--- config.mk ---
export PLATFORM = sky130hd
export DESIGN_NAME = dwc3_post
export DESIGN_NICKNAME = d
export VERILOG_FILES = /design/src/rtl/dwc3_pkg.sv /design/src/rtl/dwc3_post.sv
export SDC_FILE = /design/constraint.sdc
export NUM_CORES = 1
export LEC_CHECK = 0
export BUFFER_PORTS_ARGS = -buffer_cell sky130_fd_sc_hd__buf_2
export CAP_MARGIN = 20
export CORE_MARGIN = 5
export CORE_UTILIZATION = 56
export CTS_CLUSTER_DIAMETER = 60
export CTS_CLUSTER_SIZE = 25
export DETAILED_ROUTE_END_ITERATION = 10
export GPL_ROUTABILITY_DRIVEN = 0
export PLACE_DENSITY = 0.82
export SLEW_MARGIN = 20
export SYNTH_ARGS = -nofsm -noshare
export SYNTH_HDL_FRONTEND = slang
export SYNTH_SLANG_ARGS = --single-unit
--- constraint.sdc ---
create_clock -name i_clk -period 3.5 [get_ports i_clk]
set_input_delay 0.35 -clock i_clk [delete_from_list [all_inputs] [get_ports i_clk]]
set_output_delay 0.35 -clock i_clk [all_outputs]
set_load 0.05 [all_outputs]
--- src/rtl/dwc3_pkg.sv ---
// ----------------------------------------------------------------------------
// dwc3_pkg
// Types and constants shared by the 3x3 depthwise convolution block.
// ----------------------------------------------------------------------------
package dwc3_pkg;

    localparam int PIX_W       = 16;
    localparam int KROW_W      = 48;
    localparam int OUT_W       = 32;
    localparam int PROD_W      = 32;
    localparam int PSUM_W      = 34;
    localparam int SUM2_W      = 35;
    localparam int TOT_W       = 36;
    localparam int IMG_W_BITS  = 11;
    localparam int CFG_IDX_W   = 3;
    localparam int CFG_DATA_W  = 48;

    localparam logic [CFG_IDX_W-1:0] CFG_KERNEL_TOP = 3'd0;
    localparam logic [CFG_IDX_W-1:0] CFG_KERNEL_MID = 3'd1;
    localparam logic [CFG_IDX_W-1:0] CFG_KERNEL_BOT = 3'd2;
    localparam logic [CFG_IDX_W-1:0] CFG_BIAS       = 3'd3;
    localparam logic [CFG_IDX_W-1:0] CFG_CLAMP_LOW  = 3'd4;
    localparam logic [CFG_IDX_W-1:0] CFG_CLAMP_HIGH = 3'd5;
    localparam logic [CFG_IDX_W-1:0] CFG_IMG_WIDTH  = 3'd6;

    localparam logic signed [OUT_W-1:0] CLAMP_LOW_RST  = 32'sh8000_0000;
    localparam logic signed [OUT_W-1:0] CLAMP_HIGH_RST = 32'sh7FFF_FFFF;
    localparam logic [IMG_W_BITS-1:0]   IMG_WIDTH_RST  = 11'd1024;

    localparam int OQ_DEPTH = 16;
    localparam int OQ_SLACK = 9;
    localparam int OQ_PTR_W = $clog2(OQ_DEPTH);
    localparam int OQ_CNT_W = OQ_PTR_W + 1;

    // index 0 top, 1 middle, 2 bottom
    typedef logic [2:0][PIX_W-1:0] t_col;

    typedef struct packed {
        logic valid;
        logic row_end;
        logic image_end;
        logic last_of_run;
    } t_tag;

    typedef struct packed {
        logic                    req_type;
        logic signed [PIX_W-1:0] pixel_value;
    } t_in_item;

    typedef struct packed {
        logic signed [OUT_W-1:0] out_value;
        logic                    row_end;
        logic                    image_end;
        logic                    last_of_run;
    } t_out_item;

endpackage

--- src/rtl/dwc3_post.sv ---
// ----------------------------------------------------------------------------
// dwc3_post
// Adds the three column sums and the bias, then clamps to the low and high
// limits in that order.
// ----------------------------------------------------------------------------
module dwc3_post (
    input  logic                               i_clk,
    input  logic                               i_rst_n,
    input  logic signed [dwc3_pkg::PSUM_W-1:0] i_psum [3],
    input  dwc3_pkg::t_tag                     i_tag,
    input  logic signed [dwc3_pkg::OUT_W-1:0]  i_bias,
    input  logic signed [dwc3_pkg::OUT_W-1:0]  i_clamp_lo,
    input  logic signed [dwc3_pkg::OUT_W-1:0]  i_clamp_hi,
    output logic                               o_push,
    output dwc3_pkg::t_out_item                o_item
);
    import dwc3_pkg::*;

    t_tag                     r_tag_a;
    t_tag                     r_tag_t;
    t_tag                     r_tag_l;
    logic signed [SUM2_W-1:0] r_s01;
    logic signed [SUM2_W-1:0] r_s2b;
    logic signed [TOT_W-1:0]  r_tot;
    logic signed [TOT_W-1:0]  r_lo;
    logic signed [SUM2_W-1:0] n_s01;
    logic signed [SUM2_W-1:0] n_s2b;
    logic signed [TOT_W-1:0]  n_tot;
    logic signed [TOT_W-1:0]  n_lo;
    logic signed [TOT_W-1:0]  lo_ext;
    logic signed [TOT_W-1:0]  hi_ext;
    logic signed [TOT_W-1:0]  clamped;

    always_comb begin
        n_s01   = SUM2_W'(i_psum[0]) + SUM2_W'(i_psum[1]);
        n_s2b   = SUM2_W'(i_psum[2]) + SUM2_W'(i_bias);
        n_tot   = TOT_W'(r_s01) + TOT_W'(r_s2b);
        lo_ext  = TOT_W'(i_clamp_lo);
        hi_ext  = TOT_W'(i_clamp_hi);
        n_lo    = (r_tot < lo_ext) ? lo_ext : r_tot;
        clamped = (r_lo > hi_ext) ? hi_ext : r_lo;
    end

    always_ff @(posedge i_clk) begin
        if (!i_rst_n) begin
            r_tag_a <= '0;
            r_tag_t <= '0;
            r_tag_l <= '0;
        end else begin
            r_tag_a <= i_tag;
            r_tag_t <= r_tag_a;
            r_tag_l <= r_tag_t;
        end
    end

    always_ff @(posedge i_clk) begin
        r_s01 <= n_s01;
        r_s2b <= n_s2b;
        r_tot <= n_tot;
        r_lo  <= n_lo;
    end

    always_comb begin
        o_push             = r_tag_l.valid;
        o_item.out_value   = OUT_W'(clamped);
        o_item.row_end     = r_tag_l.row_end;
        o_item.image_end   = r_tag_l.image_end;
        o_item.last_of_run = r_tag_l.last_of_run;
    end

endmodule

==> results.yml <==
layout:
  fillers: 1469
  antenna_cells: 0
  fin_nets: 1843
  drive_above_1_share: 0.257
  syn_to_final_growth_pct: 23.5
  final_area_mm2: 0.0135
  register_area_mm2: 0.00309
  multi_input_area_mm2: 0.00759
yosys:
  synth.avg_cell_area_um2: 9.00
  syn_nets: 1597
  synth_flop_cell: "dfxtp_1"
  synthTopCellsByArea: "dfxtp_1 (28%), ha_1 (20%), mux2_2 (6.5%), a21oi_1 (5.4%), xnor2_1 (4.5%)"
  synth_edf_count: 0
  ys_ff_latch: 154
  netlist_instances: 1216
  yosys-top-cells-count: "ha_1 (174), dfxtp_1 (154), a21oi_1 (117)"
  yosys_warnings: 0
  ys_types: 72
  yosysTopAreaCell: "dfxtp_1"
  synth_most_common_cell: "ha_1"
  synth_top_area_share: 0.282
  syn_area_mm2: 0.0109
  async_flop_share: 0
  ys_seq_area_frac: 0.282
job:
  cap_viol_max_count: 0
power:
  finalPower_w: 0.0115
  p_per_area_mw_per_mm2: 853
  power.leakage_nw: 6.65
  peakVddDrop_uv: 364
timing:
  fin_crit_sh: 1.01
  hold_viol: 0
  worst_slack_ns: -0.0201
  timing.fmax_ghz: 0.284
  min_period_ns: 3.52
  rsz0062_at_grt: "yes"
  relSlewSlack: 0.648
  setup-violations-final: 3
  worst_slew_pin_slew_ns: 0.522
  drv_slew: 0
  clock-skew-final_ns: 0.00671
worst_setup_path:
  worst_ep_required_time_ns: 3.15
  reg2reg_to: "r_tot[34]"
  r2r_start: "r_s01[0]"
  rr_worst_depth: 11
  start_kind: "register"
  worst_ep_arrival_time_ns: 3.17
  critPathCaptureType: "primary output"
  r2r_slack_ns: 0.44
  cp_max_fo: 8
  crit_type: "reg -> out"
grt:
  grt_remaining_overflow: 0
  met3_usage: 0.0354
  grt_start_max_net_pins: 36
  grtUsageTotal: 0.231
  antenna_found_initial: 0
  use_met1: 0.304
  grt_use_met2: 0.391
  busiest_layer: "met2"
  grt_pass1_vias: 9375
  grt_pass1_wl_um: 42800
die:
  core_area_mm2: 0.0193
  die_h_um: 150
  rows: 51
  die_w_um: 150
  dieArea_mm2: 0.0224
  initial_core_util: 0.566
  io-pin-count: 240
cts:
  clock_tree.root_cell: "clkbuf_16"
  insertion_delay_ns: 0.42
  clkTransAtPathRegs_ns: 0.06
  cts_buffer_depth: 2
  htreeDepth: 4
  clkSinkCount: 154
  cts_buffers: 17
  post-cts-setup-buffer-count: 0
  cts_tree: "yes"
drt:
  drt_iter0_markers: 494
  num_vias: 9794
  drt_first_pass_iters: 5
  antenna_left: 0
  wl_um: 28200
  wl_per_cell_um: 16.2
  drc: 0
  vias_per_cell: 5.63
hold_path:
  whs_endpoint: "r_tag_a[3]"
  hold_class: "in -> reg"
  hp-start: "i_tag[3]"
  whs_path_depth: 2
outcome:
  violations: "negative setup slack"
  status: "complete, but fails checks"
placed_design:
  hpwl_um: 21500
  placed_cell_area_mm2: 0.0124
  portBuffers: 239
critical path, stage by stage (launching register included):
cell       delay [ns]
dfxtp_1          0.33
ha_1             0.29
a21o_1           0.17
a21o_1           0.21
a21o_1           0.21
a21oi_2          0.17
o221ai_2         0.11
a21oi_2          0.16
a21boi_2         0.09
o22ai_4          0.24
clkbuf_16        0.24
mux2_2           0.36
buf_6            0.16
per-stage QoR:
stage,cells,hold WS [ns],setup TNS (ns),utilization,worst slack [ns]
CTS,1737,0.118,0,0.675,0.0311
floorplan,1216,0.412,0,-,0.508
finish,1740,0.129,-0.0261,0.699,-0.0201
global route,1740,0.112,-2.45,0.699,-0.130
global placement,1705,0.414,0,0.643,0.379
detailed placement,1705,0.418,0,0.643,0.208
cell families (layout without fill, tap and decap cells):
group / after synthesis / after routing / synth area share
AOI/OAI and AO/OA: 365 / 365 / 0.215
and+or+nand+nor: 257 / 257 / 0.120
adders and majority gates: 177 / 177 / 0.204
DFF: 154 / 154 / 0.282
buffers and inverters: 112 / 371 / 0.0408
xor gates and xnor gates: 82 / 82 / 0.0674
muxes: 69 / 69 / 0.0709
layer usage:
| metal | vias to the layer above | wire length (µm) |
|---|---|---|
| met3 | 62 | 1520 |
| met5 | - | 0 |
| met1 | 4445 | 12400 |
| met4 | 0 | 811 |
| li1 | 4940 | - |
| met2 | 347 | 13500 |
registers in the layout (all words and copies together), names as in the netlist:
signal and flops:
r_lo 36, r_tot 36, r_s01 35, r_s2b 35
r_tag_a 4, r_tag_t 4, o_item 3, o_push 1
report_power, final:
group	internal [W]	switching [W]	total [W]
Sequential	0.00242	0.000379	0.00280
Combinational	0.00315	0.00372	0.00687
Clock	0.00111	0.000744	0.00185
placed cells by master, fill, tap and decap left out, drive strengths merged, types with 24 or more instances in the layout:
master	netlist	routed
buf	7	245
ha	174	174
dfxtp	154	154
a21oi	118	118
inv	92	97
o21ai	68	68
mux2	68	68
a21o	63	63
nand2	58	58
xnor2	56	56
nor2	50	50
xor2	26	26
nand3	24	24
cell type report:
type / instances / area share
sequential: 154 / 0.229
clock buffer: 19 / 0.0335
timing repair buffer: 247 / 0.115
tap: 265 / 0.0245
inverter: 92 / 0.0256
clock inverter: 13 / 0.0116
multi-input combinational: 950 / 0.561
repair_timing:
item                                    in CTS  in global routing
endpoints found under the setup margin       0                 32
hold buffers                                 0                  0
resized for setup                            0                138
worst max path at each step:
stage | to | slack [ns] | from | cells past startpoint
after global routing | o_item[20] | -0.13 | r_lo[21] | 12
final | o_item[20] | -0.02 | r_lo[29] | 12
after global placement | o_item[4] | 0.38 | i_clamp_hi[31] | 14
after CTS | o_item[3] | 0.03 | r_lo[1] | 12
after detailed placement | o_item[10] | 0.21 | i_clamp_hi[31] | 14
after floorplan | o_item[10] | 0.51 | i_clamp_hi[31] | 12
Note: power is estimated with default switching activity, not from simulation.
