### config.mk
export PLATFORM = sky130hd
export DESIGN_NAME = dwc3_cell
export DESIGN_NICKNAME = d
export VERILOG_FILES = /design/src/rtl/dwc3_pkg.sv /design/src/rtl/dwc3_cell.sv
export SDC_FILE = /design/constraint.sdc
export NUM_CORES = 2
export LEC_CHECK = 0
export BUFFER_PORTS_ARGS = -buffer_cell sky130_fd_sc_hd__buf_2
export CORE_MARGIN = 10
export CORE_UTILIZATION = 60
export DETAILED_ROUTE_END_ITERATION = 8
export HOLD_SLACK_MARGIN = 0.08
export PLACE_DENSITY = 0.78
export SYNTH_ARGS = -nofsm -noshare
export SYNTH_HDL_FRONTEND = slang
export SYNTH_SLANG_ARGS = --single-unit
### constraint.sdc
create_clock -name i_clk -period 16 [get_ports i_clk]
set_input_delay 2.4 -clock i_clk [delete_from_list [all_inputs] [get_ports i_clk]]
set_output_delay 2.4 -clock i_clk [all_outputs]
set_load 0.005 [all_outputs]
### src/rtl/dwc3_pkg.sv
// ----------------------------------------------------------------------------
// dwc3_pkg
// Types and constants shared by the 3x3 depthwise convolution block.
// ----------------------------------------------------------------------------
package dwc3_pkg;

    localparam int PIX_W       = 16;
    localparam int KROW_W      = 48;
    localparam int OUT_W       = 32;
    localparam int PROD_W      = 32;
    localparam int PSUM_W      = 34;
    localparam int SUM2_W      = 35;
    localparam int TOT_W       = 36;
    localparam int IMG_W_BITS  = 11;
    localparam int CFG_IDX_W   = 3;
    localparam int CFG_DATA_W  = 48;

    localparam logic [CFG_IDX_W-1:0] CFG_KERNEL_TOP = 3'd0;
    localparam logic [CFG_IDX_W-1:0] CFG_KERNEL_MID = 3'd1;
    localparam logic [CFG_IDX_W-1:0] CFG_KERNEL_BOT = 3'd2;
    localparam logic [CFG_IDX_W-1:0] CFG_BIAS       = 3'd3;
    localparam logic [CFG_IDX_W-1:0] CFG_CLAMP_LOW  = 3'd4;
    localparam logic [CFG_IDX_W-1:0] CFG_CLAMP_HIGH = 3'd5;
    localparam logic [CFG_IDX_W-1:0] CFG_IMG_WIDTH  = 3'd6;

    localparam logic signed [OUT_W-1:0] CLAMP_LOW_RST  = 32'sh8000_0000;
    localparam logic signed [OUT_W-1:0] CLAMP_HIGH_RST = 32'sh7FFF_FFFF;
    localparam logic [IMG_W_BITS-1:0]   IMG_WIDTH_RST  = 11'd1024;

    localparam int OQ_DEPTH = 16;
    localparam int OQ_SLACK = 9;
    localparam int OQ_PTR_W = $clog2(OQ_DEPTH);
    localparam int OQ_CNT_W = OQ_PTR_W + 1;

    // index 0 top, 1 middle, 2 bottom
    typedef logic [2:0][PIX_W-1:0] t_col;

    typedef struct packed {
        logic valid;
        logic row_end;
        logic image_end;
        logic last_of_run;
    } t_tag;

    typedef struct packed {
        logic                    req_type;
        logic signed [PIX_W-1:0] pixel_value;
    } t_in_item;

    typedef struct packed {
        logic signed [OUT_W-1:0] out_value;
        logic                    row_end;
        logic                    image_end;
        logic                    last_of_run;
    } t_out_item;

endpackage

### src/rtl/dwc3_cell.sv
// ----------------------------------------------------------------------------
// dwc3_cell
// One window column: holds three pixels, passes them on at each shift and
// forms the weighted sum of its column over two register stages.
// ----------------------------------------------------------------------------
module dwc3_cell (
    input  logic                                i_clk,
    input  logic                                i_rst_n,
    input  logic                                i_shift,
    input  dwc3_pkg::t_col                      i_col,
    input  dwc3_pkg::t_col                      i_wgt,
    output dwc3_pkg::t_col                      o_col,
    output logic signed [dwc3_pkg::PSUM_W-1:0]  o_psum
);
    import dwc3_pkg::*;

    t_col                     r_col;
    logic signed [PROD_W-1:0] r_prod [3];
    logic signed [PROD_W-1:0] n_prod [3];
    logic signed [PSUM_W-1:0] r_psum;
    logic signed [PSUM_W-1:0] n_psum;

    always_comb begin
        for (int k = 0; k < 3; k++) begin
            n_prod[k] = PROD_W'(signed'(r_col[k])) * PROD_W'(signed'(i_wgt[k]));
        end
        n_psum = PSUM_W'(r_prod[0]) + PSUM_W'(r_prod[1]) + PSUM_W'(r_prod[2]);
    end

    always_ff @(posedge i_clk) begin
        if (!i_rst_n) begin
            r_col <= '0;
        end else if (i_shift) begin
            r_col <= i_col;
        end
    end

    always_ff @(posedge i_clk) begin
        for (int k = 0; k < 3; k++) begin
            r_prod[k] <= n_prod[k];
        end
        r_psum <= n_psum;
    end

    assign o_col  = r_col;
    assign o_psum = r_psum;

endmodule

==> results.json <==
{
  "cp.arrival_ns": 8.65,
  "final-max-slew-violation-count": 0,
  "crit_end": "r_prod[0][63]$_DFF_P_",
  "grt-ovfl-total": 0,
  "relSlewSlack": 0.256,
  "path_common_cell": "fa_1",
  "synth_top_area_cell": "fa_1",
  "fin_area_um2": 38000,
  "ys_async_sr_fraction": 0,
  "post_cts_buffers": 0,
  "num_antenna_cells": 0,
  "cp_slowest_cell": "fa_1",
  "hold_ws_ns": 0.590,
  "max_slew.worst_pin.slew_ns": 1.12,
  "htreeDepth": 4,
  "maxCapViolations": 0,
  "post_drt_wl_per_cell_um": 17.9,
  "cts_tree": "done",
  "cpPeakStageDelay_ns": 0.93,
  "regToRegSetupSlack_ns": 9.06,
  "ys_warn_count": 0,
  "cp_max_fo": 16,
  "reg2reg_from": "o_col[38]$_SDFFE_PN0P_",
  "reg2reg_depth": 21,
  "period_share": 0.517,
  "areaGrowthSynthToFinish_pct": 5.95,
  "synth.top_cell.area_share": 0.458,
  "powerDensity_nw_per_um2": 179,
  "grt_start_max_net_pins": 49,
  "cts.sinks": 178,
  "num-fill-cells": 4782,
  "ctsLongestPathBuffers": 2,
  "synth.distinct_cells": 68,
  "num_vias": 25299,
  "fin_skew_ns": 0.0202,
  "syn_avg_cell_area_um2": 9.51,
  "antenna_found_initial": 1,
  "fin_util": 0.643,
  "total_leakage_power_nw": 19.5,
  "grt_pass1_vias": 27503,
  "path_delay_family": "adder cells",
  "r2r_end": "r_prod[0][95]$_DFF_P_",
  "firstDrtPassIters": 6,
  "startpoint_type": "primary input",
  "dieWidth_um": 264,
  "irDropWorstVdd_uv": 170,
  "ys_seq_area_frac": 0.0995,
  "dr.first_iter.drc_count": 1671,
  "fin_crit_ns": 8.28,
  "pin_count": 181,
  "cp_num_cells": 20,
  "synth_nets": 4965,
  "globalplace.congestion": 0.930,
  "place_area_um2": 37300,
  "grt_usage": 0.252,
  "drc": 0,
  "syn_area_um2": 35800,
  "clk_pin_slew_ns": 0.08,
  "synthTopCellsByArea": "fa_1 (46%), dfxtp_1 (9.9%), ha_1 (9.7%), inv_1 (9.3%), and2_1 (6.2%)",
  "cp-end-kind": "flop",
  "hold_violations": 0,
  "path_class": "primary input to flop",
  "outcome": "complete, no violations",
  "rsz0062_at_grt": "false",
  "worstPathRequired_ns": 16.37,
  "setup_viol": 0,
  "synth-main-ff-cell": "dfxtp_1",
  "synth_edf_count": 0,
  "placeableCoreArea_um2": 59000,
  "max_freq_ghz": 0.121,
  "viasPerCell": 5.44,
  "critPathBufInv": 4,
  "numCtsBuffers": 17,
  "startpoint": "i_wgt[17]",
  "tns_ns": 0,
  "die-area_um2": 69900,
  "nNetsFinal": 5061,
  "routed_wl_um": 83200,
  "rows": 89,
  "cts_resized": 0,
  "hold_path.class": "flop to flop",
  "root_buffer": "clkbuf_16",
  "netlist_instances": 3769,
  "holdBufCountCts": 0,
  "synth_seq_cells": 178,
  "drive_gt1_frac": 0.0583,
  "start_util": 0.607,
  "crit_chain": "buf_2 -> nand2_1 -> inv_1 -> fa_1 -> fa_1 -> fa_1 -> fa_1 -> fa_1 -> inv_1 -> fa_1 -> inv_1 -> ha_1 -> nand4_1 -> or3_1 -> o22a_1 -> a41oi_1 -> a211oi_1 -> a21oi_1 -> nor2_1 -> xnor2_1",
  "grt_pass1_wl_um": 142000,
  "clk_latency_ns": 0.50,
  "die_h_um": 264,
  "drt.antenna.violating_nets": 0,
  "dp_hpwl_um": 68100,
  "numPortBuffers": 180
}
-- report_power, final --
part           switching, mW  internal, mW
sequential             0.132         0.691
clock                  0.246         0.218
combinational           3.21          2.30
total                   3.59          3.21
-- per-stage QoR --
stage	power (mW)	cells	setup WS, ns
floorplan	4.80	3769	7.69
global placement	6.18	4619	7.37
detailed placement	6.26	4619	7.22
CTS	6.78	4651	7.75
global route	7.52	4651	7.38
finish	6.79	4651	7.72
-- worst min path at each step --
stage,slack (ns),cells past startpoint,end,startpoint
3_3_place_gp,0.56,1,r_prod[0][32]$_DFF_P_,o_col[16]$_SDFFE_PN0P_
2_1_floorplan,0.53,1,r_prod[0][0]$_DFF_P_,o_col[0]$_SDFFE_PN0P_
5_1_grt,0.61,1,r_prod[0][32]$_DFF_P_,o_col[16]$_SDFFE_PN0P_
3_5_place_dp,0.57,1,r_prod[0][32]$_DFF_P_,o_col[16]$_SDFFE_PN0P_
4_1_cts,0.59,1,r_prod[0][32]$_DFF_P_,o_col[16]$_SDFFE_PN0P_
6_report,0.59,1,r_prod[0][32]$_DFF_P_,o_col[16]$_SDFFE_PN0P_
-- state kept, by name (all words and copies together), names as in the netlist --
signal	count
o_psum	34
o_col	48
r_prod	96
-- area by class of cell --
class                   instances  area [um2]  share of cell area
multi-input cells            2598       28500               0.752
well taps                     773         967              0.0255
flip-flops and latches        178        3560              0.0939
clock inverters                15         213             0.00560
clock buffers                  17         425              0.0112
inverters                     887        3330              0.0877
repair buffers                183         926              0.0244
-- metal layers --
| layer | vias to the layer above | routed length (um) | GRT usage |
|---|---|---|---|
| met5 | - | 0 | 0 |
| met2 | 956 | 38700 | 0.395 |
| met4 | 0 | 2400 | 0.0791 |
| met3 | 159 | 7150 | 0.0621 |
| li1 | 11375 | - | - |
| met1 | 12809 | 34900 | 0.340 |
-- Yosys cell counts (7+ instances only) --
| library cell | number |
|---|---|
| inv_1 | 886 |
| fa_1 | 819 |
| nand2_1 | 419 |
| and2_1 | 357 |
| ha_1 | 278 |
| dfxtp_1 | 178 |
| clkbuf_1 | 102 |
| nor2_1 | 98 |
| xnor2_1 | 97 |
| a21oi_1 | 95 |
| nor2b_1 | 56 |
| o21ai_0 | 52 |
| mux2i_1 | 50 |
| a21o_1 | 34 |
| xor2_1 | 31 |
| nand2b_1 | 26 |
| nand3_1 | 19 |
| o21a_1 | 19 |
| a211oi_1 | 16 |
| nor3_1 | 16 |
| o21bai_1 | 13 |
| and3_1 | 11 |
| a211o_1 | 7 |
-- worst reg2reg max path: cells and delay by family (launching register included) --
family,cells,cell delay (ns)
fa+ha+maj,7,3.38
compound gates,6,1.92
flops,1,0.87
simple gates,2,0.28
buf+inv,5,0.27
xor+xnor,1,0.13
-- cell families after synthesis --
group	after synthesis	synth area share
multiplexers	50	0.0140
AO/OA/AOI/OAI	292	0.0529
XOR/XNOR	128	0.0313
AND/OR/NAND/NOR	1031	0.144
buffers and inverters	993	0.104
adder cells (fa/ha/maj)	1097	0.555
flip-flops	178	0.0995
-- cell usage in the layout, fill, tap and decap left out, types with 26 or more instances in the layout --
| master | n |
|---|---|
| inv_1 | 886 |
| and2_1 | 357 |
| a21o_1 | 34 |
| dfxtp_1 | 178 |
| nor2b_1 | 56 |
| buf_2 | 179 |
| fa_1 | 819 |
| ha_1 | 278 |
| xnor2_1 | 97 |
| nand2_1 | 419 |
| nor2_1 | 98 |
| nand2b_1 | 26 |
| o21ai_0 | 52 |
| mux2i_1 | 50 |
| xor2_1 | 31 |
| a21oi_1 | 95 |
No activity file was read; power rests on OpenSTA's default activity.
