==> config.mk <==
export PLATFORM = sky130hd
export DESIGN_NAME = dwc3_fifo
export DESIGN_NICKNAME = d
export VERILOG_FILES = /design/src/rtl/dwc3_pkg.sv /design/src/rtl/dwc3_fifo.sv
export SDC_FILE = /design/constraint.sdc
export NUM_CORES = 1
export LEC_CHECK = 0
export BUFFER_PORTS_ARGS = -buffer_cell sky130_fd_sc_hd__buf_4
export CAP_MARGIN = 20
export CORE_MARGIN = 2
export CORE_UTILIZATION = 61
export DETAILED_ROUTE_END_ITERATION = 10
export PLACE_DENSITY = 0.79
export SYNTH_ARGS = -nofsm -noshare
export SYNTH_HDL_FRONTEND = slang
export SYNTH_SLANG_ARGS = --single-unit
==> constraint.sdc <==
create_clock -name i_clk -period 2.9 [get_ports i_clk]
set_input_delay 0.145 -clock i_clk [delete_from_list [all_inputs] [get_ports i_clk]]
set_output_delay 0.145 -clock i_clk [all_outputs]
set_load 0.01 [all_outputs]
==> src/rtl/dwc3_pkg.sv <==
// ----------------------------------------------------------------------------
// dwc3_pkg
// Types and constants shared by the 3x3 depthwise convolution block.
// ----------------------------------------------------------------------------
package dwc3_pkg;

    localparam int PIX_W       = 16;
    localparam int KROW_W      = 48;
    localparam int OUT_W       = 32;
    localparam int PROD_W      = 32;
    localparam int PSUM_W      = 34;
    localparam int SUM2_W      = 35;
    localparam int TOT_W       = 36;
    localparam int IMG_W_BITS  = 11;
    localparam int CFG_IDX_W   = 3;
    localparam int CFG_DATA_W  = 48;

    localparam logic [CFG_IDX_W-1:0] CFG_KERNEL_TOP = 3'd0;
    localparam logic [CFG_IDX_W-1:0] CFG_KERNEL_MID = 3'd1;
    localparam logic [CFG_IDX_W-1:0] CFG_KERNEL_BOT = 3'd2;
    localparam logic [CFG_IDX_W-1:0] CFG_BIAS       = 3'd3;
    localparam logic [CFG_IDX_W-1:0] CFG_CLAMP_LOW  = 3'd4;
    localparam logic [CFG_IDX_W-1:0] CFG_CLAMP_HIGH = 3'd5;
    localparam logic [CFG_IDX_W-1:0] CFG_IMG_WIDTH  = 3'd6;

    localparam logic signed [OUT_W-1:0] CLAMP_LOW_RST  = 32'sh8000_0000;
    localparam logic signed [OUT_W-1:0] CLAMP_HIGH_RST = 32'sh7FFF_FFFF;
    localparam logic [IMG_W_BITS-1:0]   IMG_WIDTH_RST  = 11'd1024;

    localparam int OQ_DEPTH = 16;
    localparam int OQ_SLACK = 9;
    localparam int OQ_PTR_W = $clog2(OQ_DEPTH);
    localparam int OQ_CNT_W = OQ_PTR_W + 1;

    // index 0 top, 1 middle, 2 bottom
    typedef logic [2:0][PIX_W-1:0] t_col;

    typedef struct packed {
        logic valid;
        logic row_end;
        logic image_end;
        logic last_of_run;
    } t_tag;

    typedef struct packed {
        logic                    req_type;
        logic signed [PIX_W-1:0] pixel_value;
    } t_in_item;

    typedef struct packed {
        logic signed [OUT_W-1:0] out_value;
        logic                    row_end;
        logic                    image_end;
        logic                    last_of_run;
    } t_out_item;

endpackage

==> src/rtl/dwc3_fifo.sv <==
// ----------------------------------------------------------------------------
// dwc3_fifo
// Result queue between the arithmetic pipeline and the output channel.
// ----------------------------------------------------------------------------
module dwc3_fifo (
    input  logic                             i_clk,
    input  logic                             i_rst_n,
    input  logic                             i_push,
    input  dwc3_pkg::t_out_item              i_data,
    output logic                             o_valid,
    input  logic                             i_stall,
    output dwc3_pkg::t_out_item              o_data,
    output logic [dwc3_pkg::OQ_CNT_W-1:0]    o_count
);
    import dwc3_pkg::*;

    t_out_item           r_mem [OQ_DEPTH];
    logic [OQ_PTR_W-1:0] r_wr_ptr;
    logic [OQ_PTR_W-1:0] r_rd_ptr;
    logic [OQ_CNT_W-1:0] r_count;
    logic                pop;

    assign pop = (r_count != '0) && !i_stall;

    always_ff @(posedge i_clk) begin
        if (!i_rst_n) begin
            r_wr_ptr <= '0;
            r_rd_ptr <= '0;
            r_count  <= '0;
        end else begin
            if (i_push) begin
                r_wr_ptr <= r_wr_ptr + OQ_PTR_W'(1);
            end
            if (pop) begin
                r_rd_ptr <= r_rd_ptr + OQ_PTR_W'(1);
            end
            case ({i_push, pop})
                2'b10:   r_count <= r_count + OQ_CNT_W'(1);
                2'b01:   r_count <= r_count - OQ_CNT_W'(1);
                default: r_count <= r_count;
            endcase
        end
    end

    always_ff @(posedge i_clk) begin
        if (i_push) begin
            r_mem[r_wr_ptr] <= i_data;
        end
    end

    assign o_valid = (r_count != '0);
    assign o_data  = r_mem[r_rd_ptr];
    assign o_count = r_count;

endmodule

==> reports/metrics.csv, run 1 <==
metric;value;unit
setup_tns;0;ns
Crit path required time;2.76;ns
first-pass GRT wire length;70.2;mm
detailed-route wire length;47.4;mm
#FFs+latches synth;577;
PwrDens;762;nW/um2
layout cells sized above 1;0.298;
run status;finished clean;
final worst-path cycle share;0.943;
RSZ-0062 raised after global routing;false;
CTS Sinks;577;
proportion of synthesized area in mux cells;0.146;
most common cell in the synthesized netlist;edfxtp_1;
top cell type's share of synthesized area;0.768;
Die X;193;um
area grow syn2layout;15.9;%
met2 GRT Util;0.433;
Place WS;0.264;ns
GRT met1 Usage;0.346;
Slew @ Worst Pin;0.813;ns
worst min path class;input port to flip-flop;
async set-or-reset flop fraction in the synthesized netlist;0;
Power Internal;14.7;mW
crit start category;flip-flop;
Max-Cap Viols;0;
largest net degree at the start of global routing;62;
crit path kind;flip-flop to output port;
clock latency on the worst-skew pair;0.58;ns
final worst path period need;2.73;ns
dominant cell type by area after synthesis;edfxtp_1;
clock power share;0.341;
final-report hold violation count;0;
# nets final;1173;
Starting Density;0.617;
Via density;6.53;
GRT Resource Usage Total;0.257;
maximum VDD drop;0.626;mV
fmax;366;MHz
compound-gate portion of the synthesized area;0.0278;
CTS HTree Levels;2;
simple-gate portion of the synthesized area;0.0219;
DRT iter0 DRCs;1141;
Hold Path Depth;5;
# DRC;0;
register share of total power;0.487;
Die ar.;37400;um2
XOR/XNOR share of the synthesized area;0.00280;
Rows;69;
1st-pass router iterations;5;
leading register cell type out of synthesis;edfxtp_1;
post-synth cell types;38;
Top Usage Layer GRT;met2;
Syn Area/Cell;22.5;um2
Die H;193;um
dominant cells by area after synthesis;edfxtp_1, mux4_2, a22oi_1;
largest family of logic cells by synthesized area;multiplexers;
CTS tree;done;
Total Power;19.4;mW
initial antenna violation count;0;
P_leak;8.12;nW
Worst-path clk slew;0.06;ns
met3 usage;0.0432;
post-DP HPWL;23.6;mm
Post-Syn Nets;1021;
Placer Congestion;0.754;
vias in the first global route;11100;
worst r2r path cells;8;
Core Footprint;35500;um2
Worst Path Arrival;2.59;ns
Net Sw Frac;0.240;
setup violators final;0;
mapped cell area;21900;um2
max_slew headroom;0.458;
Finished Layout Cells;1629;
PnR worst setup slack;0.165;ns
crit path max fanout;61;
gr ovfl total;0;
Post-synth EDFFs;560;
Clock Tree Buf Depth;3;
post-route antenna net violation count;0;
Gate power share;0.171;
vias post-DR;10600;
Synth Instances;973;
Placed Area;23400;um2
dpl cells;1493;
Ant. Diodes;0;
top cells by count, synth;edfxtp_1, mux4_2, a22oi_1;
max-slew violation count;0;
clock skew;0.0161;ns
PortBufs;79;
Critical Path End Type;output port;
Synth Area in Adders;0.00514;
drt wl/cell;29.1;um
Seq/Total Area, Yosys;0.783;
Switch Pwr;4.64;mW
io pins;80;
clock root cell;clkbuf_16;
Num CTS Buffers;54;
fin area;25400;um2
Ys Warns;0;
## through the flow
step,util,hold WS [ns]
3_5_place_dp,0.659,0.445
6_report,0.715,0.0634
2_1_floorplan,-,0.244
3_3_place_gp,0.659,0.433
4_1_cts,0.715,0.0481
5_1_grt,0.715,0.0844
## cells by family (layout without fill, tap and decap cells)
family / count (synthesis) / count (layout)
fa+ha+maj: 9 / 9
compound gates: 82 / 82
mux: 144 / 144
xor+xnor: 7 / 7
simple gates: 96 / 96
buf+inv: 58 / 253
flops: 577 / 577
## power groups by stage
stage | Clock [mW] | Sequential, mW | Combinational [mW]
after floorplan | 0 | 9.55 | 2.39
after global placement | 0 | 9.58 | 3.23
after detailed placement | 0 | 9.60 | 3.30
after CTS | 6.67 | 9.43 | 3.38
after global routing | 6.97 | 9.44 | 3.58
final | 6.61 | 9.43 | 3.32
## state kept, by name, indices dropped and copies added, names as in the netlist, named ones only
name	cells
r_mem	560
o_count	5
r_rd_ptr	4
r_wr_ptr	4
## final timing paths
path                            startpoint                       end  slack (ns)
hold reg to reg   r_rd_ptr[3]$_SDFFE_PN0N_  r_rd_ptr[3]$_SDFFE_PN0N_        0.49
setup reg to reg   o_count[1]$_SDFFE_PN0P_   o_count[4]$_SDFFE_PN0P_        0.23
setup / recovery                 flip-flop                o_data[16]        0.17
hold / removal                     i_stall                 flip-flop        0.06
## layout make-up
class | instances | area, um2
flip-flops and latches | 577 | 17200
well taps | 461 | 577
clock inverters | 26 | 183
fillers | 2044 | 10100
repair buffers | 148 | 1490
inverters | 6 | 22.5
multi-input cells | 338 | 4500
clock buffers | 73 | 1440
## per-layer routing
layer  vias to the layer above  share of wire
met5                         -              0
met4                         0          0.033
met3                       110          0.076
met2                       573           0.52
met1                      5543           0.37
li1                       4419              -
## cell usage in the layout, fill, tap and decap left out, types with 3 or more instances in the layout
cell type	n
clkinv_1	8
edfxtp_1	560
xnor2_1	3
clkbuf_1	18
mux4_2	140
ha_1	9
mux2i_1	4
a22oi_1	70
nor2_1	11
inv_1	6
buf_12	23
nand3_1	3
clkbuf_16	55
nand2_1	40
clkinv_2	12
nand4b_1	3
buf_4	88
nand2b_1	3
o21ai_0	3
dlygate4sd3_1	37
dfxtp_1	15
and2_2	17
xor2_1	4
nand4_1	4
## critical path, stage by stage, from the launching register on
cell	delay [ns]
dfxtp_4	0.38
buf_12	0.38
mux4_2	0.61
a22oi_1	0.26
nand2_1	0.14
buf_4	0.17
## timing repair
action / in CTS / in global routing
hold buffers: 37 / 0
resized for setup: 0 / 0
hold endpoints to repair: 568 / 0
buffers inserted: 0 / 0
No activity file was read; power rests on OpenSTA's default activity.
==> inputs of run 2 (changes only) <==
--- a/config.mk
+++ b/config.mk
@@ -5,12 +5,14 @@
 export SDC_FILE = /design/constraint.sdc
 export NUM_CORES = 1
 export LEC_CHECK = 0
+export ABC_AREA = 1
+export ABC_CLOCK_PERIOD_IN_PS = 2900
 export BUFFER_PORTS_ARGS = -buffer_cell sky130_fd_sc_hd__buf_4
 export CAP_MARGIN = 20
 export CORE_MARGIN = 2
-export CORE_UTILIZATION = 61
+export CORE_UTILIZATION = 62
 export DETAILED_ROUTE_END_ITERATION = 10
-export PLACE_DENSITY = 0.79
+export PLACE_DENSITY = 0.8
 export SYNTH_ARGS = -nofsm -noshare
 export SYNTH_HDL_FRONTEND = slang
 export SYNTH_SLANG_ARGS = --single-unit
==> run 2 against run 1 <==
  * Fmax increased by 4.7%
  * Register-to-register slack improved by 0.22 ns
  * Final cell count is 56% higher
  * Die area is 6.1% higher
  * Design area is 5.6% higher
  * Critical path depth grew 3
  * Clock-buffer cell count is 6 higher
  * Largest cell class unchanged
  * Largest power group unchanged
==> reports/metrics.csv, run 2 <==
metric;value;unit;change
detailed-route wire length;51.9;mm;+9.5%
Synth Instances;1898;;+95%
P_leak;9.67;nW;+19%
# nets final;2045;;+74%
max-slew violation count;0;;unchanged
Ys Warns;0;;unchanged
final worst path period need;2.61;ns;-0.124 ns
Clock Tree Buf Depth;3;;unchanged
Max-Cap Viols;0;;unchanged
Top reg by flops;r_mem;;
CTS tree;done;;
layout cells sized above 1;0.100;;-0.198
leading register cell type out of synthesis;edfxtp_1;;
Post-CTS Hold Fix Bufs;39;;+5.4%
Crit path required time;2.76;ns;about the same
max_slew headroom;0.325;;-0.133
CTS Sinks;577;;unchanged
crit path max fanout;77;;+26%
Seq/Total Area, Yosys;0.726;;-0.0579
top cells by count, synth;edfxtp_1, inv_1, nand3_1;;
gr ovfl total;0;;unchanged
setup violators final;0;;unchanged
mapped cell area;23600;um2;+8.0%
Ant. Diodes;0;;unchanged
io pins;80;;unchanged
GRT Resource Usage Total;0.267;;+0.00982
RSZ-0062 raised after global routing;false;;
post-route antenna net violation count;0;;unchanged
clock skew;0.0226;ns;+0.00647 ns
register share of total power;0.453;;-0.034
Num CTS Buffers;55;;+1.9%
PortBufs;79;;unchanged
dominant cells by area after synthesis;edfxtp_1, inv_1, nand3_1;;
area grow syn2layout;13.3;%;
Power Internal;14.7;mW;+0.11%
Switch Pwr;6.23;mW;+34%
met3 usage;0.0459;;+0.00267
GRT met1 Usage;0.359;;+0.0131
Core Footprint;37600;um2;+5.9%
DRT iter0 DRCs;1627;;+43%
most common cell after layout, fill and taps aside;edfxtp_1;;
Finished Layout Cells;2546;;+56%
Final Util;0.713;;-0.00214
setup_tns;0;ns;unchanged
crit path kind;flip-flop to output port;;
clock latency on the worst-skew pair;0.60;ns;+0.02 ns
Critical Path End Type;output port;;
Worst Path Arrival;2.47;ns;-0.12 ns
Die H;199;um;+3.0%
Net Sw Frac;0.297;;+0.0574
largest net degree at the start of global routing;155;;+150%
fill count;2439;;+19%
Die ar.;39700;um2;+6.1%
#FFs+latches synth;577;;unchanged
run status;finished clean;;
post-DP HPWL;27.7;mm;+17%
top cell type's share of synthesized area;0.711;;-0.0568
Slew @ Worst Pin;1.01;ns;+0.197 ns
Total Power;21.0;mW;+8.3%
Die X;199;um;+3.0%
PwrDens;782;nW/um2;+2.6%
Placer Congestion;0.816;;+8.2%
Post-Syn Nets;1946;;+91%
dpl cells;2412;;+62%
Worst-path clk slew;0.06;ns;about the same
crit start category;flip-flop;;
Hold Path Depth;2;;-3
maximum VDD drop;0.580;mV;-7.3%
CTS HTree Levels;2;;unchanged
drt wl/cell;20.4;um;-30%
Top Usage Layer GRT;met2;;
# DRC;0;;unchanged
clock root cell;clkbuf_16;;
initial antenna violation count;0;;unchanged
post-synth cell types;23;;-39%
vias in the first global route;14600;;+31%
met2 GRT Util;0.445;;+0.0120
first-pass GRT wire length;79.9;mm;+14%
CTS resizes;0;;unchanged
final worst-path cycle share;0.900;;-0.0426
Syn Area/Cell;12.5;um2;-45%
most common cell in the synthesized netlist;edfxtp_1;;
fmax;383;MHz;+4.7%
clock power share;0.305;;-0.036
worst min path class;input port to flip-flop;;
Gate power share;0.242;;+0.071
Setup Fix Bufs, Post-CTS;0;;unchanged
async set-or-reset flop fraction in the synthesized netlist;0;;unchanged
worst r2r path cells;16;;+8
Post-synth EDFFs;560;;unchanged
final-report hold violation count;0;;unchanged
most frequent cells in the layout;edfxtp_1, inv_1, nand3_1;;
dominant cell type by area after synthesis;edfxtp_1;;
vias post-DR;14900;;+40%
Starting Density;0.629;;+0.0121
Via density;5.85;;-10%
Rows;71;;+2.9%
max reg flops;560;;unchanged
1st-pass router iterations;5;;unchanged
[run 2: power groups by stage]
| stage | clock network [mW] | registers (mW) | logic [mW] |
|---|---|---|---|
| 2_1_floorplan | 0 | 9.56 | 3.60 |
| 3_3_place_gp | 0 | 9.65 | 4.76 |
| 3_5_place_dp | 0 | 9.67 | 4.93 |
| 4_1_cts | 6.45 | 9.49 | 5.04 |
| 5_1_grt | 6.76 | 9.51 | 5.58 |
| 6_report | 6.39 | 9.50 | 5.07 |
[run 2: critical path: stages (launching register included)]
cell and delay, ns:
dfxtp_4 0.48, buf_4 0.27, buf_12 0.30, nand2_1 0.13, o211ai_1 0.11, nand3_1 0.14, nand3_1 0.14, nand2_1 0.12
buf_4 0.16
[run 2: layer usage]
layer,vias to the layer above,routed length (um)
met3,115,4340
met2,667,25900
met1,7215,20200
met5,-,0
li1,6907,-
met4,0,1460
[run 2: layout make-up]
type	instances	area, um2	area share
Sequential cell	577	17200	0.641
Multi-Input combinational cell	903	4790	0.179
Timing Repair Buffer	158	1510	0.0563
Clock buffer	79	1490	0.0555
Inverter	302	1130	0.0423
Tap cell	511	639	0.0239
Clock inverter	16	75.1	0.00280
[run 2: path summary, 6_finish.rpt]
check,start,to,slack (ns)
max,flip-flop,o_data[9],0.29
min reg2reg,r_rd_ptr[2]$_SDFFE_PN0N_,flip-flop,0.49
min,i_data[25],r_mem[11][25]$_DFFE_PP_,0.41
max reg2reg,o_count[0]$_SDFFE_PN0P_,o_count[4]$_SDFFE_PN0P_,0.45
[run 2: cells by family after synthesis]
group | count (synthesis) | synth area share
DFF | 577 | 0.726
and+or+nand+nor | 450 | 0.0831
AOI/OAI and AO/OA | 441 | 0.108
buffers and inverters | 418 | 0.0771
adders and majority gates | 9 | 0.00476
xor gates and xnor gates | 3 | 0.00111
[run 2: per-stage QoR]
step,hold slack (ns),area [um2],worst slack (ns)
after detailed placement,0.408,24800,0.483
after floorplan,0.235,23600,0.327
after CTS,0.383,26800,0.320
after global placement,0.376,24800,0.676
after global routing,0.404,26800,0.163
final,0.408,26800,0.289
==> inputs of run 3 (changes only) <==
--- a/config.mk
+++ b/config.mk
@@ -12,6 +12,7 @@
 export CORE_MARGIN = 2
 export CORE_UTILIZATION = 62
 export DETAILED_ROUTE_END_ITERATION = 10
+export GPL_TIMING_DRIVEN = 0
 export PLACE_DENSITY = 0.8
 export SYNTH_ARGS = -nofsm -noshare
 export SYNTH_HDL_FRONTEND = slang
==> run 3 against run 2 <==
  * Design area rose by 2.3%
  * Non-clock buffer count rose by 91
  * Clock-buffer cell count fell by 12
  * Core utilization rose by 1.6 points
  * Final cell count rose by 3.8%
  * Fmax fell by 8.4%
  * Critical path type unchanged
==> reports/metrics.csv, run 3 (synthesis results as in run 2) <==
metric;value;unit;change
Core Footprint;37600;um2;unchanged
Clock Tree Buf Depth;3;;unchanged
layout cells sized above 1;0.122;;+0.0218
clock skew;0.0194;ns;-0.00316 ns
# nets final;2136;;+4.4%
CTS Sinks;577;;unchanged
final-report hold violation count;0;;unchanged
most frequent cells in the layout;edfxtp_1, inv_1, nand3_1;;
PortBufs;78;;-1.3%
max_slew headroom;0.384;;+0.0581
io pins;80;;unchanged
Top reg by flops;r_mem;;
Starting Density;0.629;;unchanged
initial antenna violation count;0;;unchanged
detailed-route wire length;61.3;mm;+18%
Via density;6.07;;+3.7%
area grow syn2layout;15.9;%;
crit path max fanout;10;;-87%
Final Util;0.729;;+0.0162
post-DP HPWL;38.3;mm;+38%
Worst-path clk slew;0.06;ns;about the same
post-route antenna net violation count;0;;unchanged
fmax;351;MHz;-8.4%
CTS tree;done;;
most common cell after layout, fill and taps aside;edfxtp_1;;
vias in the first global route;15800;;+8.0%
Die H;199;um;unchanged
final worst path period need;2.85;ns;+0.240 ns
Worst Path Arrival;2.71;ns;+0.24 ns
crit path kind;flip-flop to output port;;
worst r2r path cells;13;;-3
maximum VDD drop;0.711;mV;+23%
Num CTS Buffers;55;;unchanged
gr ovfl total;0;;unchanged
final hold slack;0.382;ns;-0.0266 ns
CTS HTree Levels;2;;unchanged
final worst-path cycle share;0.983;;+0.0829
RSZ-0062 raised after global routing;false;;
clock root cell;clkbuf_16;;
run status;finished clean;;
Hold Path Depth;2;;unchanged
# DRC;0;;unchanged
Setup Fix Bufs, Post-CTS;0;;unchanged
Worst path max stage delay;0.46;ns;-0.02 ns
PwrDens;816;nW/um2;+4.4%
P_leak;10.1;nW;+3.9%
setup violators final;0;;unchanged
Placer Congestion;0.836;;+2.5%
GRT Resource Usage Total;0.313;;+0.0459
Die ar.;39700;um2;unchanged
1st-pass router iterations;5;;unchanged
first-pass GRT wire length;90.5;mm;+13%
Critical Path End Type;output port;;
drt wl/cell;23.2;um;+14%
DRT iter0 DRCs;1930;;+19%
crit start category;flip-flop;;
Rows;71;;unchanged
clock latency on the worst-skew pair;0.61;ns;about the same
worst min path class;input port to flip-flop;;
largest net degree at the start of global routing;28;;-82%
Slew @ Worst Pin;0.925;ns;-0.0857 ns
crit-path cells;buf_2, clkinv_1, clkbuf_1, nand3_1, nand2_1, buf_4;;
Max-Cap Viols;0;;unchanged
Place WS;0.613;ns;+0.131 ns
max-slew violation count;0;;unchanged
PnR worst setup slack;0.0484;ns;-0.240 ns
max reg flops;560;;unchanged
Crit path required time;2.76;ns;about the same
Slowest-stage cell, CP;clkinv_1;;
vias post-DR;16000;;+7.7%
fill count;2385;;-2.2%
Die X;199;um;unchanged
==> run 3: cell count changes in the layout (fill, tap and decap cells not counted), moves of 2 or more <==
cell | before | now
buf_16 | 0 | 4
clkbuf_1 | 22 | 47
dfxtp_4 | 3 | 0
buf_1 | 0 | 7
bufinv_16 | 0 | 4
buf_2 | 0 | 45
clkbuf_8 | 2 | 0
buf_4 | 101 | 81
buf_6 | 0 | 25
buf_12 | 18 | 12
clkinv_2 | 4 | 14
clkinv_1 | 11 | 14
dfxtp_1 | 13 | 17
==> run 3: area by class of cell <==
class / instances / area (um2) / area share
flip-flops and latches: 577 / 17200 / 0.626
multi-input cells: 903 / 4790 / 0.175
clock buffers: 67 / 1420 / 0.0519
repair buffers: 133 / 1330 / 0.0484
inverters: 302 / 1130 / 0.0414
plain buffers: 116 / 692 / 0.0252
well taps: 511 / 639 / 0.0233
clock inverters: 32 / 251 / 0.00918
diodes: 1 / 2.50 / 0.0000913
==> run 3: path summary, 6_finish.rpt <==
kind,startpoint,endpoint,slack [ns]
worst max register to register,o_count[2]$_SDFFE_PN0P_,o_count[4]$_SDFFE_PN0P_,0.54
worst max-delay path,flip-flop,o_data[31],0.05
worst min-delay path,i_data[1],r_mem[11][1]$_DFFE_PP_,0.38
worst min register to register,r_rd_ptr[2]$_SDFFE_PN0N_,r_rd_ptr[2]$_SDFFE_PN0N_,0.50
==> run 3: what timing repair did <==
| item | in CTS | in global routing |
|---|---|---|
| hold buffers | 39 | 0 |
| setup endpoints to repair | 0 | 1 |
| gates resized for setup | 0 | 2 |
| hold endpoints to repair | 572 | 0 |
==> run 3: critical path, delay by kind of cell, from the launching register on <==
| kind | cells | cell delay (ns) |
|---|---|---|
| simple gates | 2 | 0.36 |
| buf+inv | 4 | 1.42 |
| flops | 1 | 0.31 |
==> run 3: metal layers <==
layer  vias up  global-route usage  share of wire
met5         -                   0              0
met2      1061               0.512           0.49
met1      7706               0.406           0.36
met4         0               0.149          0.040
met3       174              0.0618           0.11
li1       7104                   -              -
==> run 3: through the flow <==
step | power (mW) | cell area (um2) | cells | TNS (ns)
after floorplan | 13.2 | 23600 | 1898 | 0
after global placement | 15.3 | 24900 | 2487 | -523.43
after detailed placement | 15.5 | 25300 | 2503 | 0
after CTS | 22.3 | 27400 | 2641 | 0
after global routing | 23.2 | 27400 | 2641 | 0
final | 22.4 | 27400 | 2642 | 0
==> run 3: report_power, final <==
| group | switching [mW] | total, mW | internal, mW |
|---|---|---|---|
| registers | 0.0862 | 9.38 | 9.30 |
| clock network | 3.01 | 6.83 | 3.82 |
| logic | 4.03 | 6.16 | 2.13 |
